## src/design/lfu_pkg.sv

```systemverilog
// lfu_pkg: shared types and constants for the lfu cache table
// holds the request/response payload structs, command and state codes
// no dependencies
package lfu_pkg;

   localparam int KEY_W   = 32;
   localparam int COUNT_W = 16;
   localparam int CAP_W   = 5;

   localparam logic [CAP_W-1:0]   CAP_RESET  = 5'd16;
   localparam logic [COUNT_W-1:0] COUNT_MAX  = 16'hFFFF;
   localparam logic [COUNT_W-1:0] COUNT_INIT = 16'd1;
   localparam logic [KEY_W-1:0]   MISS_VALUE = 32'hFFFF_FFFF;

   typedef enum logic {
      CMD_GET = 1'b0,
      CMD_PUT = 1'b1
   } cmd_type;

   typedef enum logic [1:0] {
      ST_IDLE,
      ST_SCAN,
      ST_DRAIN,
      ST_COMMIT
   } state_type;

   typedef struct packed {
      cmd_type            command;
      logic signed [31:0] lookup_key;
      logic signed [31:0] write_value;
   } req_type;

   typedef struct packed {
      logic               hit;
      logic signed [31:0] read_value;
      logic               evicted;
      logic signed [31:0] evicted_key;
   } rsp_type;

   typedef struct packed {
      logic found;
      logic victim_any;
      logic free_any;
   } scan_flags_type;

endpackage

```

## src/design/lfu_scan_unit.sv

```systemverilog
// lfu_scan_unit: one-entry-per-cycle (while cmp_en is high) compare unit for the cache scan
// finds the first key match, the lfu/lru victim and the first free slot
// depends on lfu_pkg
module lfu_scan_unit
   import lfu_pkg::*;
#(
   parameter int IW = 4
) (
   input  logic                clock,
   input  logic                reset,
   input  logic                cmp_en,
   input  logic                cmp_first,
   input  logic [IW-1:0]       cmp_idx,
   input  logic                ent_valid,
   input  logic [KEY_W-1:0]    ent_key,
   input  logic [KEY_W-1:0]    ent_value,
   input  logic [COUNT_W-1:0]  ent_count,
   input  logic [IW-1:0]       ent_rank,
   input  logic [KEY_W-1:0]    lookup_key,
   output scan_flags_type      flags,
   output logic [IW-1:0]       found_idx,
   output logic [COUNT_W-1:0]  found_count,
   output logic [IW-1:0]       found_rank,
   output logic [KEY_W-1:0]    found_value,
   output logic [IW-1:0]       best_idx,
   output logic [IW-1:0]       best_rank,
   output logic [KEY_W-1:0]    best_key,
   output logic [IW-1:0]       free_idx
);

   scan_flags_type      flags_ff, flags_in, base;
   logic [IW-1:0]       found_idx_ff, found_rank_ff, best_idx_ff, best_rank_ff, free_idx_ff;
   logic [COUNT_W-1:0]  found_count_ff, best_count_ff;
   logic [KEY_W-1:0]    found_value_ff, best_key_ff;
   logic                is_match, is_better, is_free;

   always_comb begin
      base = cmp_first ? '0 : flags_ff;
      is_match  = ent_valid && (ent_key == lookup_key) && !base.found;
      // lower count wins, equal counts go to the older entry
      is_better = ent_valid && (!base.victim_any || (ent_count < best_count_ff) ||
                  ((ent_count == best_count_ff) && (ent_rank > best_rank_ff)));
      is_free   = !ent_valid && !base.free_any;
      flags_in.found      = base.found | is_match;
      flags_in.victim_any = base.victim_any | is_better;
      flags_in.free_any   = base.free_any | is_free;
   end

   always_ff @(posedge clock) begin
      if (reset) begin
         flags_ff <= '0;
      end else if (cmp_en) begin
         flags_ff <= flags_in;
      end
   end

   always_ff @(posedge clock) begin
      if (cmp_en && is_match) begin
         found_idx_ff   <= cmp_idx;
         found_count_ff <= ent_count;
         found_rank_ff  <= ent_rank;
         found_value_ff <= ent_value;
      end
      if (cmp_en && is_better) begin
         best_idx_ff   <= cmp_idx;
         best_count_ff <= ent_count;
         best_rank_ff  <= ent_rank;
         best_key_ff   <= ent_key;
      end
      if (cmp_en && is_free) begin
         free_idx_ff <= cmp_idx;
      end
   end

   assign flags       = flags_ff;
   assign found_idx   = found_idx_ff;
   assign found_count = found_count_ff;
   assign found_rank  = found_rank_ff;
   assign found_value = found_value_ff;
   assign best_idx    = best_idx_ff;
   assign best_rank   = best_rank_ff;
   assign best_key    = best_key_ff;
   assign free_idx    = free_idx_ff;

endmodule

```

## src/design/lfu_cache_table.sv

```systemverilog
// lfu_cache_table: key/value cache, least-frequently-used replacement, lru tie break
// one request at a time: the single scan over all entries through the shared compare
// unit is followed by a drain and a write-back state; the next request is taken only
// after the write-back, which waits while an earlier response is not yet taken
// reset: synchronous, clears the valid bits, occupancy and sets capacity to 16
// depends on lfu_pkg and lfu_scan_unit
module lfu_cache_table
   import lfu_pkg::*;
#(
   parameter int MAX_ENTRIES = 16
) (
   input  logic             clock,
   input  logic             reset,
   input  logic             req_valid,
   output logic             req_ready,
   input  req_type          req_data,
   output logic             rsp_valid,
   input  logic             rsp_ready,
   output rsp_type          rsp_data,
   input  logic             csr_valid,
   output logic             csr_ready,
   input  logic [CAP_W-1:0] csr_data
);

   localparam int IW   = (MAX_ENTRIES > 1) ? $clog2(MAX_ENTRIES) : 1;
   localparam int OW   = $clog2(MAX_ENTRIES + 1);
   localparam int CMPW = (OW > CAP_W) ? OW : CAP_W;
   localparam logic [IW-1:0] LAST_IDX = IW'(MAX_ENTRIES - 1);

   state_type            state_ff, state_in;
   logic [CAP_W-1:0]     cap_ff;
   logic [OW-1:0]        occ_ff, occ_in;
   logic [MAX_ENTRIES-1:0] valid_ff, valid_in;
   logic [IW-1:0]        rank_ff [MAX_ENTRIES];
   logic [IW-1:0]        rank_in [MAX_ENTRIES];
   logic [IW-1:0]        scan_ptr_ff, scan_ptr_in;
   logic                 cmp_en_ff;
   logic [IW-1:0]        cmp_idx_ff;
   req_type              req_ff;
   logic                 rsp_valid_ff;
   rsp_type              rsp_ff, rsp_in;

   logic [KEY_W-1:0]     key_mem [MAX_ENTRIES];
   logic [KEY_W-1:0]     val_mem [MAX_ENTRIES];
   logic [COUNT_W-1:0]   cnt_mem [MAX_ENTRIES];
   logic [KEY_W-1:0]     rd_key_ff, rd_val_ff;
   logic [COUNT_W-1:0]   rd_cnt_ff;

   scan_flags_type       flags;
   logic [IW-1:0]        found_idx, found_rank, best_idx, best_rank, free_idx;
   logic [COUNT_W-1:0]   found_count;
   logic [KEY_W-1:0]     found_value, best_key;

   logic                 scan_run, in_commit, commit_go;
   logic [CMPW-1:0]      cap_wide, cap_eff, occ_wide;
   logic                 cap_zero, table_full, is_put;
   logic                 do_touch, do_val_wr, do_evict, do_fill, do_insert;
   logic [IW-1:0]        slot;
   logic                 key_we, val_we, cnt_we;
   logic [IW-1:0]        val_wa, cnt_wa;
   logic [KEY_W-1:0]     val_wd;
   logic [COUNT_W-1:0]   cnt_wd, touch_count;

   // fsm next state
   always_comb begin
      state_in = state_ff;
      unique case (state_ff)
         ST_IDLE:   if (req_valid) state_in = ST_SCAN;
         ST_SCAN:   if (scan_ptr_ff == LAST_IDX) state_in = ST_DRAIN;
         ST_DRAIN:  state_in = ST_COMMIT;
         ST_COMMIT: if (commit_go) state_in = ST_IDLE;
         default:   state_in = ST_IDLE;
      endcase
   end

   // fsm outputs
   always_comb begin
      req_ready = 1'b0;
      scan_run  = 1'b0;
      in_commit = 1'b0;
      unique case (state_ff)
         ST_IDLE:   req_ready = 1'b1;
         ST_SCAN:   scan_run  = 1'b1;
         ST_DRAIN:  ;
         ST_COMMIT: in_commit = 1'b1;
         default:   ;
      endcase
   end

   assign commit_go   = in_commit && (!rsp_valid_ff || rsp_ready);
   assign scan_ptr_in = scan_run ? scan_ptr_ff + IW'(1) : '0;

   always_ff @(posedge clock) begin
      if (reset) begin
         state_ff     <= ST_IDLE;
         scan_ptr_ff  <= '0;
         cmp_en_ff    <= 1'b0;
         cap_ff       <= CAP_RESET;
         occ_ff       <= '0;
         valid_ff     <= '0;
         rsp_valid_ff <= 1'b0;
      end else begin
         state_ff    <= state_in;
         scan_ptr_ff <= scan_ptr_in;
         cmp_en_ff   <= scan_run;
         if (csr_valid) cap_ff <= csr_data;
         if (commit_go) begin
            occ_ff   <= occ_in;
            valid_ff <= valid_in;
         end
         if (commit_go) rsp_valid_ff <= 1'b1;
         else if (rsp_ready) rsp_valid_ff <= 1'b0;
      end
   end

   always_ff @(posedge clock) begin
      cmp_idx_ff <= scan_ptr_ff;
      if (req_valid && req_ready) req_ff <= req_data;
      if (commit_go) rsp_ff <= rsp_in;
      if (commit_go) rank_ff <= rank_in;
   end

   // entry stores, one read at the scan pointer and one write per cycle
   always_ff @(posedge clock) begin
      rd_key_ff <= key_mem[scan_ptr_ff];
      rd_val_ff <= val_mem[scan_ptr_ff];
      rd_cnt_ff <= cnt_mem[scan_ptr_ff];
      if (key_we) key_mem[slot] <= req_ff.lookup_key;
      if (val_we) val_mem[val_wa] <= val_wd;
      if (cnt_we) cnt_mem[cnt_wa] <= cnt_wd;
   end

   lfu_scan_unit #(.IW(IW)) u_scan (
      .clock       (clock),
      .reset       (reset),
      .cmp_en      (cmp_en_ff),
      .cmp_first   (cmp_idx_ff == '0),
      .cmp_idx     (cmp_idx_ff),
      .ent_valid   (valid_ff[cmp_idx_ff]),
      .ent_key     (rd_key_ff),
      .ent_value   (rd_val_ff),
      .ent_count   (rd_cnt_ff),
      .ent_rank    (rank_ff[cmp_idx_ff]),
      .lookup_key  (req_ff.lookup_key),
      .flags       (flags),
      .found_idx   (found_idx),
      .found_count (found_count),
      .found_rank  (found_rank),
      .found_value (found_value),
      .best_idx    (best_idx),
      .best_rank   (best_rank),
      .best_key    (best_key),
      .free_idx    (free_idx)
   );

   // write-back decisions
   always_comb begin
      cap_wide   = CMPW'(cap_ff);
      cap_eff    = (cap_wide > CMPW'(MAX_ENTRIES)) ? CMPW'(MAX_ENTRIES) : cap_wide;
      occ_wide   = CMPW'(occ_ff);
      cap_zero   = (cap_eff == '0);
      table_full = (occ_wide >= cap_eff);
      is_put     = (req_ff.command == CMD_PUT);
      do_touch   = flags.found && (!is_put || !cap_zero);
      do_val_wr  = flags.found && is_put && !cap_zero;
      do_evict   = !flags.found && is_put && !cap_zero && table_full && flags.victim_any;
      do_fill    = !flags.found && is_put && !cap_zero && !do_evict && flags.free_any;
      do_insert  = do_evict || do_fill;
      slot       = do_evict ? best_idx : free_idx;
      touch_count = (found_count == COUNT_MAX) ? found_count : found_count + COUNT_W'(1);

      key_we = commit_go && do_insert;
      val_we = commit_go && (do_insert || do_val_wr);
      val_wa = do_insert ? slot : found_idx;
      val_wd = req_ff.write_value;
      cnt_we = commit_go && (do_insert || do_touch);
      cnt_wa = do_insert ? slot : found_idx;
      cnt_wd = do_insert ? COUNT_INIT : touch_count;

      valid_in = valid_ff;
      occ_in   = occ_ff;
      if (do_fill) begin
         valid_in[slot] = 1'b1;
         occ_in         = occ_ff + OW'(1);
      end

      for (int i = 0; i < MAX_ENTRIES; i++) begin
         rank_in[i] = rank_ff[i];
         if (do_touch) begin
            if (IW'(i) == found_idx) rank_in[i] = '0;
            else if (valid_ff[i] && (rank_ff[i] < found_rank)) rank_in[i] = rank_ff[i] + IW'(1);
         end else if (do_evict) begin
            // entries younger than the victim age by one; older ones close the gap then age, so keep their rank
            if (IW'(i) == slot) rank_in[i] = '0;
            else if (valid_ff[i] && !(rank_ff[i] > best_rank)) rank_in[i] = rank_ff[i] + IW'(1);
         end else if (do_fill) begin
            if (IW'(i) == slot) rank_in[i] = '0;
            else if (valid_ff[i]) rank_in[i] = rank_ff[i] + IW'(1);
         end
      end

      rsp_in.hit         = flags.found;
      rsp_in.read_value  = is_put ? '0 : (flags.found ? found_value : MISS_VALUE);
      rsp_in.evicted     = do_evict;
      rsp_in.evicted_key = do_evict ? best_key : '0;
   end

   assign rsp_valid = rsp_valid_ff;
   assign rsp_data  = rsp_ff;
   assign csr_ready = 1'b1;

   a_occ_matches_valid: assert property (@(posedge clock) disable iff (reset)
      $countones(valid_ff) == int'(occ_ff))
      else $error("occupancy out of step with valid bits");

   a_occ_bound: assert property (@(posedge clock) disable iff (reset)
      int'(occ_ff) <= MAX_ENTRIES)
      else $error("occupancy above table size");

   a_commit_gives_rsp: assert property (@(posedge clock) disable iff (reset)
      commit_go |=> rsp_valid)
      else $error("write-back did not present a response");

   a_no_req_while_busy: assert property (@(posedge clock) disable iff (reset)
      (state_ff == ST_SCAN) |-> !req_ready)
      else $error("request taken during scan");

endmodule

```

## config.mk

```make
export PLATFORM = sky130hd
export DESIGN_NAME = lfu_cache_table
export DESIGN_NICKNAME = d
export VERILOG_FILES = /design/src/design/lfu_pkg.sv /design/src/design/lfu_scan_unit.sv /design/src/design/lfu_cache_table.sv
export SDC_FILE = /design/constraint.sdc
export NUM_CORES = 2
export LEC_CHECK = 0
export BUFFER_PORTS_ARGS = -buffer_cell sky130_fd_sc_hd__buf_2
export CELL_PAD_IN_SITES_DETAIL_PLACEMENT = 1
export CELL_PAD_IN_SITES_GLOBAL_PLACEMENT = 1
export CORE_MARGIN = 3
export CORE_UTILIZATION = 40
export DETAILED_ROUTE_END_ITERATION = 16
export PLACE_DENSITY_LB_ADDON = 0.1
export SETUP_SLACK_MARGIN = 0.05
export SYNTH_ARGS = -nofsm -noshare
export SYNTH_HDL_FRONTEND = slang
export SYNTH_SLANG_ARGS = --single-unit
```

## constraint.sdc

```tcl
create_clock -name clock -period 10.4 [get_ports clock]
set_clock_uncertainty 0.05 [all_clocks]
set_input_delay 0.52 -clock clock [delete_from_list [all_inputs] [get_ports clock]]
set_output_delay 0.52 -clock clock [all_outputs]
set_load 0.02 [all_outputs]
```

# Word level (Yosys, flattened, before mapping)
# Memory sizes are Yosys's and may differ from the RTL's. A register that Yosys moved wholly into a read port is not among the register bits.
# Cells that the tools add are included.
# classes
add_sub_neg	19
multipliers	0
n_div	0
order_cmp	40
n_eq_ne	72
shift	0
mux	173
bitwise	6
n_reduce_logical	129
# ops
op	n
$mux W4	148
$reduce_and A5 Y1	16
$add A4 B1 Y4 const B	17
$gt A4 B4 Y1	17
$eq A4 B4 Y1 const A	16
$lt A4 B4 Y1	16
$ne A4 B2 Y1 const B	16
$reduce_bool A4 Y1	16
$logic_and A1 B1 Y1	55
$ne A3 B1 Y1 const B	16
$eq A3 B4 Y1 const A	8
$eq A32 B32 Y1	1
$mux W16	2
$mux W32	1
$logic_not A1 Y1	25
$add A16 B1 Y16 const B	1
$bmux W4 S4	1
$eq A16 B16 Y1	1
$eq A16 B16 Y1 const B	1
$eq A2 B4 Y1 const A	4
$lt A16 B16 Y1	1
$or A16 B16 Y16	1
$mux W1	13
$logic_not A4 Y1	3
other kinds (28)	43
# totals
reg_bits	352
latch_bits	0
ramBits	1280
romBits	0
in_bits	75
elab_cells	485
mem_count	3
# memory_table
memory	depth	word_bits	read_ports	rd_clocked_by_memory_dff	wr	line	text
key_mem	16	32	1	1	1	lfu_cache_table.sv:43	logic [KEY_W-1:0] key_mem [MAX_ENTRIES];
val_mem	16	32	1	1	1	lfu_cache_table.sv:44	logic [KEY_W-1:0] val_mem [MAX_ENTRIES];
cnt_mem	16	16	1	1	1	lfu_cache_table.sv:45	logic [COUNT_W-1:0] cnt_mem [MAX_ENTRIES];

# Longest topological paths before layout
# logic_depth
ltp_word	15
ltp_mapped	11

# Modules after synthesis
# Synthesis repeated with hierarchy kept, for this count alone.
# unflattened
hier_cells	3416
hier_area_um2	67981.4
# by_module_without_submodules
mod	instances	cells_per_inst	area_each_um2
lfu_cache_table	1	3170	63519.7
lfu_scan_unit	1	246	4461.8

# Worst setup path after synthesis
# OpenSTA, ideal clock, no wires.
# synth_path
kind	register to register
startpoint	register cmp_idx_ff[0]
endpoint	register u_scan.best_count_ff[0] (enable)
arrival_time_ns	5.806
required_time_ns	9.848
slack_ns	4.042
stages_incl_launch_ff	11
path_buffers	2
period_less_slack_ns	6.358
path_cell_list	dfxtp_1 -> buf_6 -> buf_2 -> mux4_2 -> mux4_2 -> ha_1 -> nand4_1 -> nand4_1 -> nor4_1 -> o21ai_0 -> a41oi_1
# synth_via
elab_chain_cells	9
elab_cells_between_ends	15
classes_between	order compare (1); mux (6); bitwise (1); reduce/logical (7)
# synth_rtl
item	line	text
from (decl)	lfu_cache_table.sv:38	logic [IW-1:0] cmp_idx_ff;
from (signal assigned)	lfu_cache_table.sv:117	cmp_idx_ff <= scan_ptr_ff;
$not A4 Y5 (not written as such)	lfu_cache_table.sv:143	.ent_rank (rank_ff[cmp_idx_ff]),
$bmux W4 S4	lfu_cache_table.sv:143	
$mux W4 (not written as such) (2 in series)	lfu_cache_table.sv:143	
net u_scan.ent_rank[2]	lfu_scan_unit.sv:18	input logic [IW-1:0] ent_rank,
$gt A4 B4 Y1	lfu_scan_unit.sv:42	((ent_count == best_count_ff) && (ent_rank > best_rank_ff)));
$logic_and A1 B1 Y1	lfu_scan_unit.sv:42	
$logic_or A1 B1 Y1	lfu_scan_unit.sv:41	is_better = ent_valid && (!base.victim_any || (ent_count < best_count_ff) ||
$logic_and A1 B1 Y1	lfu_scan_unit.sv:41	
$logic_and A1 B1 Y1	lfu_scan_unit.sv:64	if (cmp_en && is_better) begin
to (signal assigned)	lfu_scan_unit.sv:66	best_count_ff <= ent_count;
to (decl)	lfu_scan_unit.sv:33	logic [COUNT_W-1:0] found_count_ff, best_count_ff;
# The timed path passes the listed nets, and every way through them passes these cells. The select of a mux whose other input is x is not followed.
# A chain may end at the register's enable or synchronous reset.

# Worst setup path after layout
# layout_path
startpoint	register cmp_idx_ff[0]
endpoint	register u_scan.best_key_ff[12], in the netlist u_scan.best_key[12] (enable)
# layout_via
elab_chain_cells	9
elab_cells_between_ends	15
classes_between	order compare (1); mux (6); bitwise (1); reduce/logical (7)
# layout_rtl
item	line	text
$not A4 Y5 (not written as such)	lfu_cache_table.sv:143	
$bmux W4 S4	lfu_cache_table.sv:143	
$mux W4 (not written as such) (2 in series)	lfu_cache_table.sv:143	
net u_scan.ent_rank[2]	lfu_scan_unit.sv:18	
$gt A4 B4 Y1	lfu_scan_unit.sv:42	
$logic_and A1 B1 Y1	lfu_scan_unit.sv:42	
$logic_or A1 B1 Y1	lfu_scan_unit.sv:41	
$logic_and A1 B1 Y1	lfu_scan_unit.sv:41	
$logic_and A1 B1 Y1	lfu_scan_unit.sv:64	
to (signal assigned)	lfu_scan_unit.sv:68	best_key_ff <= ent_key;
to (decl)	lfu_scan_unit.sv:34	logic [KEY_W-1:0] found_value_ff, best_key_ff;
# The timed path passes the listed nets, and every way through them passes these cells. The select of a mux whose other input is x is not followed.

==> results.json <==
{
  "worstHoldStart": "csr_data[4]",
  "critPathMaxFanout": 40,
  "rsz0062_at_grt": "false",
  "r2r.worst_path.cells": 10,
  "cts_tree": "done",
  "slew_viol_final": 0,
  "insertion_delay_ps": 820,
  "worst_r2r_endpoint": "u_scan.best_key[12]",
  "nNetsFinal": 3945,
  "p_leak_nw": 25.29,
  "area_delta_synth_final_pct": 15.50,
  "setup_tns_ps": 0,
  "path_cells": "buf_4, mux4_1, mux4_2, ha_1, nand4_1, nand4_1, nor4_1, o21ai_0, a41oi_4, buf_4",
  "slew_headroom_pct": 22.28,
  "grt-ovfl-total": 0,
  "synth_fp_nets": 3607,
  "drcViolationCount": 0,
  "worstPathArrival_ps": 5500,
  "postRouteAntennaNets": 0,
  "drt_wl_total_um": 177200,
  "hold_buffers": 71,
  "ys_ff_latch": 1712,
  "cts_resized": 0,
  "cts_buffer_depth": 3,
  "maxCapViolCount": 0,
  "drive_gt1_share_pct": 25.52,
  "ys_types": 64,
  "ir_drop_mv": 0.1885,
  "syn_area_mm2": 0.06797,
  "final_cell_mix": "1,591 x edfxtp_1, 420 x mux4_2, 182 x clkbuf_16",
  "die_w_um": 418.2,
  "instances_no_fill": 6077,
  "core_mm2": 0.1680,
  "r2r_start": "cmp_idx_ff[0]",
  "p_per_area_mw_per_mm2": 205.7,
  "fmax_mhz": 195.4,
  "whs_path_depth": 3,
  "start_util_pct": 40.46,
  "layout_setup_ws_ps": 5282,
  "grt_use_total_pct": 20.45,
  "required_ps": 10780,
  "slowest_stage": "buf_4",
  "ys_warn_count": 0,
  "period_needed_ps": 5118,
  "cts_setup_buffers": 0,
  "cts_buffers": 182,
  "wl_per_cell_um": 29.15,
  "via_per_inst": 5.536,
  "synth-edff-count": 1591,
  "cp_top_family": "multiplexers",
  "final_common_cell": "edfxtp_1",
  "dp.cells": 5659,
  "ys.flop_type": "edfxtp_1",
  "io_pins": 144,
  "rrSetupSlack_ps": 5280,
  "cts_max_level": 4,
  "via_count": 33642,
  "firstDrtPassIters": 5,
  "finalSetupViolCount": 0,
  "path_clk_slew_ps": 60,
  "cts_sinks": 1712,
  "crit_path_start_kind": "flop",
  "worst_pin_slew_ps": 1154,
  "endpoint_kind": "flop",
  "outcome": "complete, no violations",
  "gp_congestion": 0.8198,
  "antenna_found_initial": 5,
  "io_buffers": 142,
  "worst_hold_path_type": "primary input to flop",
  "period_share_pct": 49.21,
  "place_ws_ps": 5268,
  "min_to": "cap_ff[4]",
  "hold_violations": 0,
  "dp_hpwl_um": 104000,
  "async_flop_share_pct": 0,
  "clockRootBuffer": "clkbuf_16",
  "syn_inst": 3372,
  "grt_pass1_vias": 37014,
  "grt_pass1_wl_um": 259100,
  "fp.dieH_um": 418.2,
  "avgSynthCellArea_um2": 20.16,
  "grt_max_degree": 110,
  "dieArea_mm2": 0.1749,
  "worst-path-buf-inv": 2,
  "rows": 150,
  "ys_seq_area_share_pct": 73.86,
  "drt-initial-drc-count": 2677,
  "critPathKind": "flop to flop",
  "max_stage_delay_ps": 700
}
==> how the worst max path moves through the flow <==
stage / startpoint / end / slack, ps / cells past startpoint
finish: cmp_idx_ff[0] / u_scan.best_key[12] / 5280 / 10
global route: cmp_idx_ff[0] / u_scan.best_key[10] / 5030 / 10
CTS: cmp_idx_ff[0] / u_scan.best_key[9] / 5270 / 10
detailed placement: cmp_idx_ff[0] / u_scan.best_key[0] / 5270 / 10
global placement: cmp_idx_ff[0] / u_scan.best_key[12] / 5460 / 10
floorplan: cmp_idx_ff[0] / u_scan.best_count_ff[0] / 4040 / 10
==> layout make-up <==
cell class / instances / area, um2
Tap cell: 2204 / 2758
Multi-Input combinational cell: 1412 / 17080
Sequential cell: 1712 / 50210
Timing Repair Buffer: 300 / 2100
Fill cell: 15236 / 89470
Clock inverter: 72 / 817.0
Inverter: 102 / 385.4
Clock buffer: 274 / 5150
Antenna cell: 1 / 2.502
==> registers in the layout, summed over array words and instances (netlist names), 64 cells and up <==
name      cells
rsp_data     66
val_mem     512
rank_ff      64
cnt_mem     256
key_mem     512
==> synthesized netlist by cell type, drive strengths merged, types with 12 or more instances <==
library cell	number	share of area (%)
nand3	44	0.32
clkbuf	80	0.45
xnor2	20	0.26
a31oi	23	0.36
a21oi	120	0.88
ha	160	2.9
and3	40	0.37
or4	15	0.17
buf	66	0.54
a21boi	21	0.23
mux4	424	14
nand4	29	0.27
nor2b	28	0.26
nand2b	27	0.26
o21a	27	0.30
edfxtp	1591	70
xor2	60	0.77
dfxtp	121	3.6
mux2i	12	0.18
inv	102	0.56
nand2	46	0.27
nor2	146	0.81
o21ai	66	0.52
o2111a	18	0.30
o2111ai	17	0.24
==> where the power goes <==
part / leakage (nW) / switching, W / internal (W)
combinational: 7.03 / 0.000743 / 0.000678
clock: 2.88 / 0.00271 / 0.00369
sequential: 15.4 / 0.000360 / 0.00797
total: 25.3 / 0.00381 / 0.0123
==> cell families after synthesis <==
kind of cell               Yosys count  share of synthesized area (%)
adders and majority gates          160                          2.945
and+or+nand+nor                    411                          3.065
buffers and inverters              248                          1.552
other                                1                       0.005517
DFF                               1712                          73.86
xor gates and xnor gates            80                          1.031
AOI/OAI and AO/OA                  321                          3.246
muxes                              439                          14.30
==> layer usage <==
metal  GRT usage (%)  routed length [um]
met2           35.06               89890
met3           2.909                6309
met1           27.24               76510
met4           5.926                4449
met5               0                   0
==> worst reg2reg max path, cell delays in order (launching register included) <==
cell and delay [ps]:
dfxtp_1 310, buf_4 420, mux4_1 700, mux4_2 550, ha_1 330, nand4_1 150, nand4_1 110, nor4_1 320
o21ai_0 320, a41oi_4 690, buf_4 710
==> stage by stage <==
stage | hold slack [ps] | power (W) | util (%) | area [um2]
5_1_grt | 8.407 | 0.01676 | 46.73 | 78500
3_3_place_gp | 340.1 | 0.009850 | 42.76 | 71820
6_report | 22.92 | 0.01615 | 46.73 | 78500
4_1_cts | 3.151 | 0.01638 | 46.73 | 78500
2_1_floorplan | 279.0 | 0.009325 | - | 67970
3_5_place_dp | 340.2 | 0.009916 | 42.76 | 71820
(Power assumes the default switching activity.)
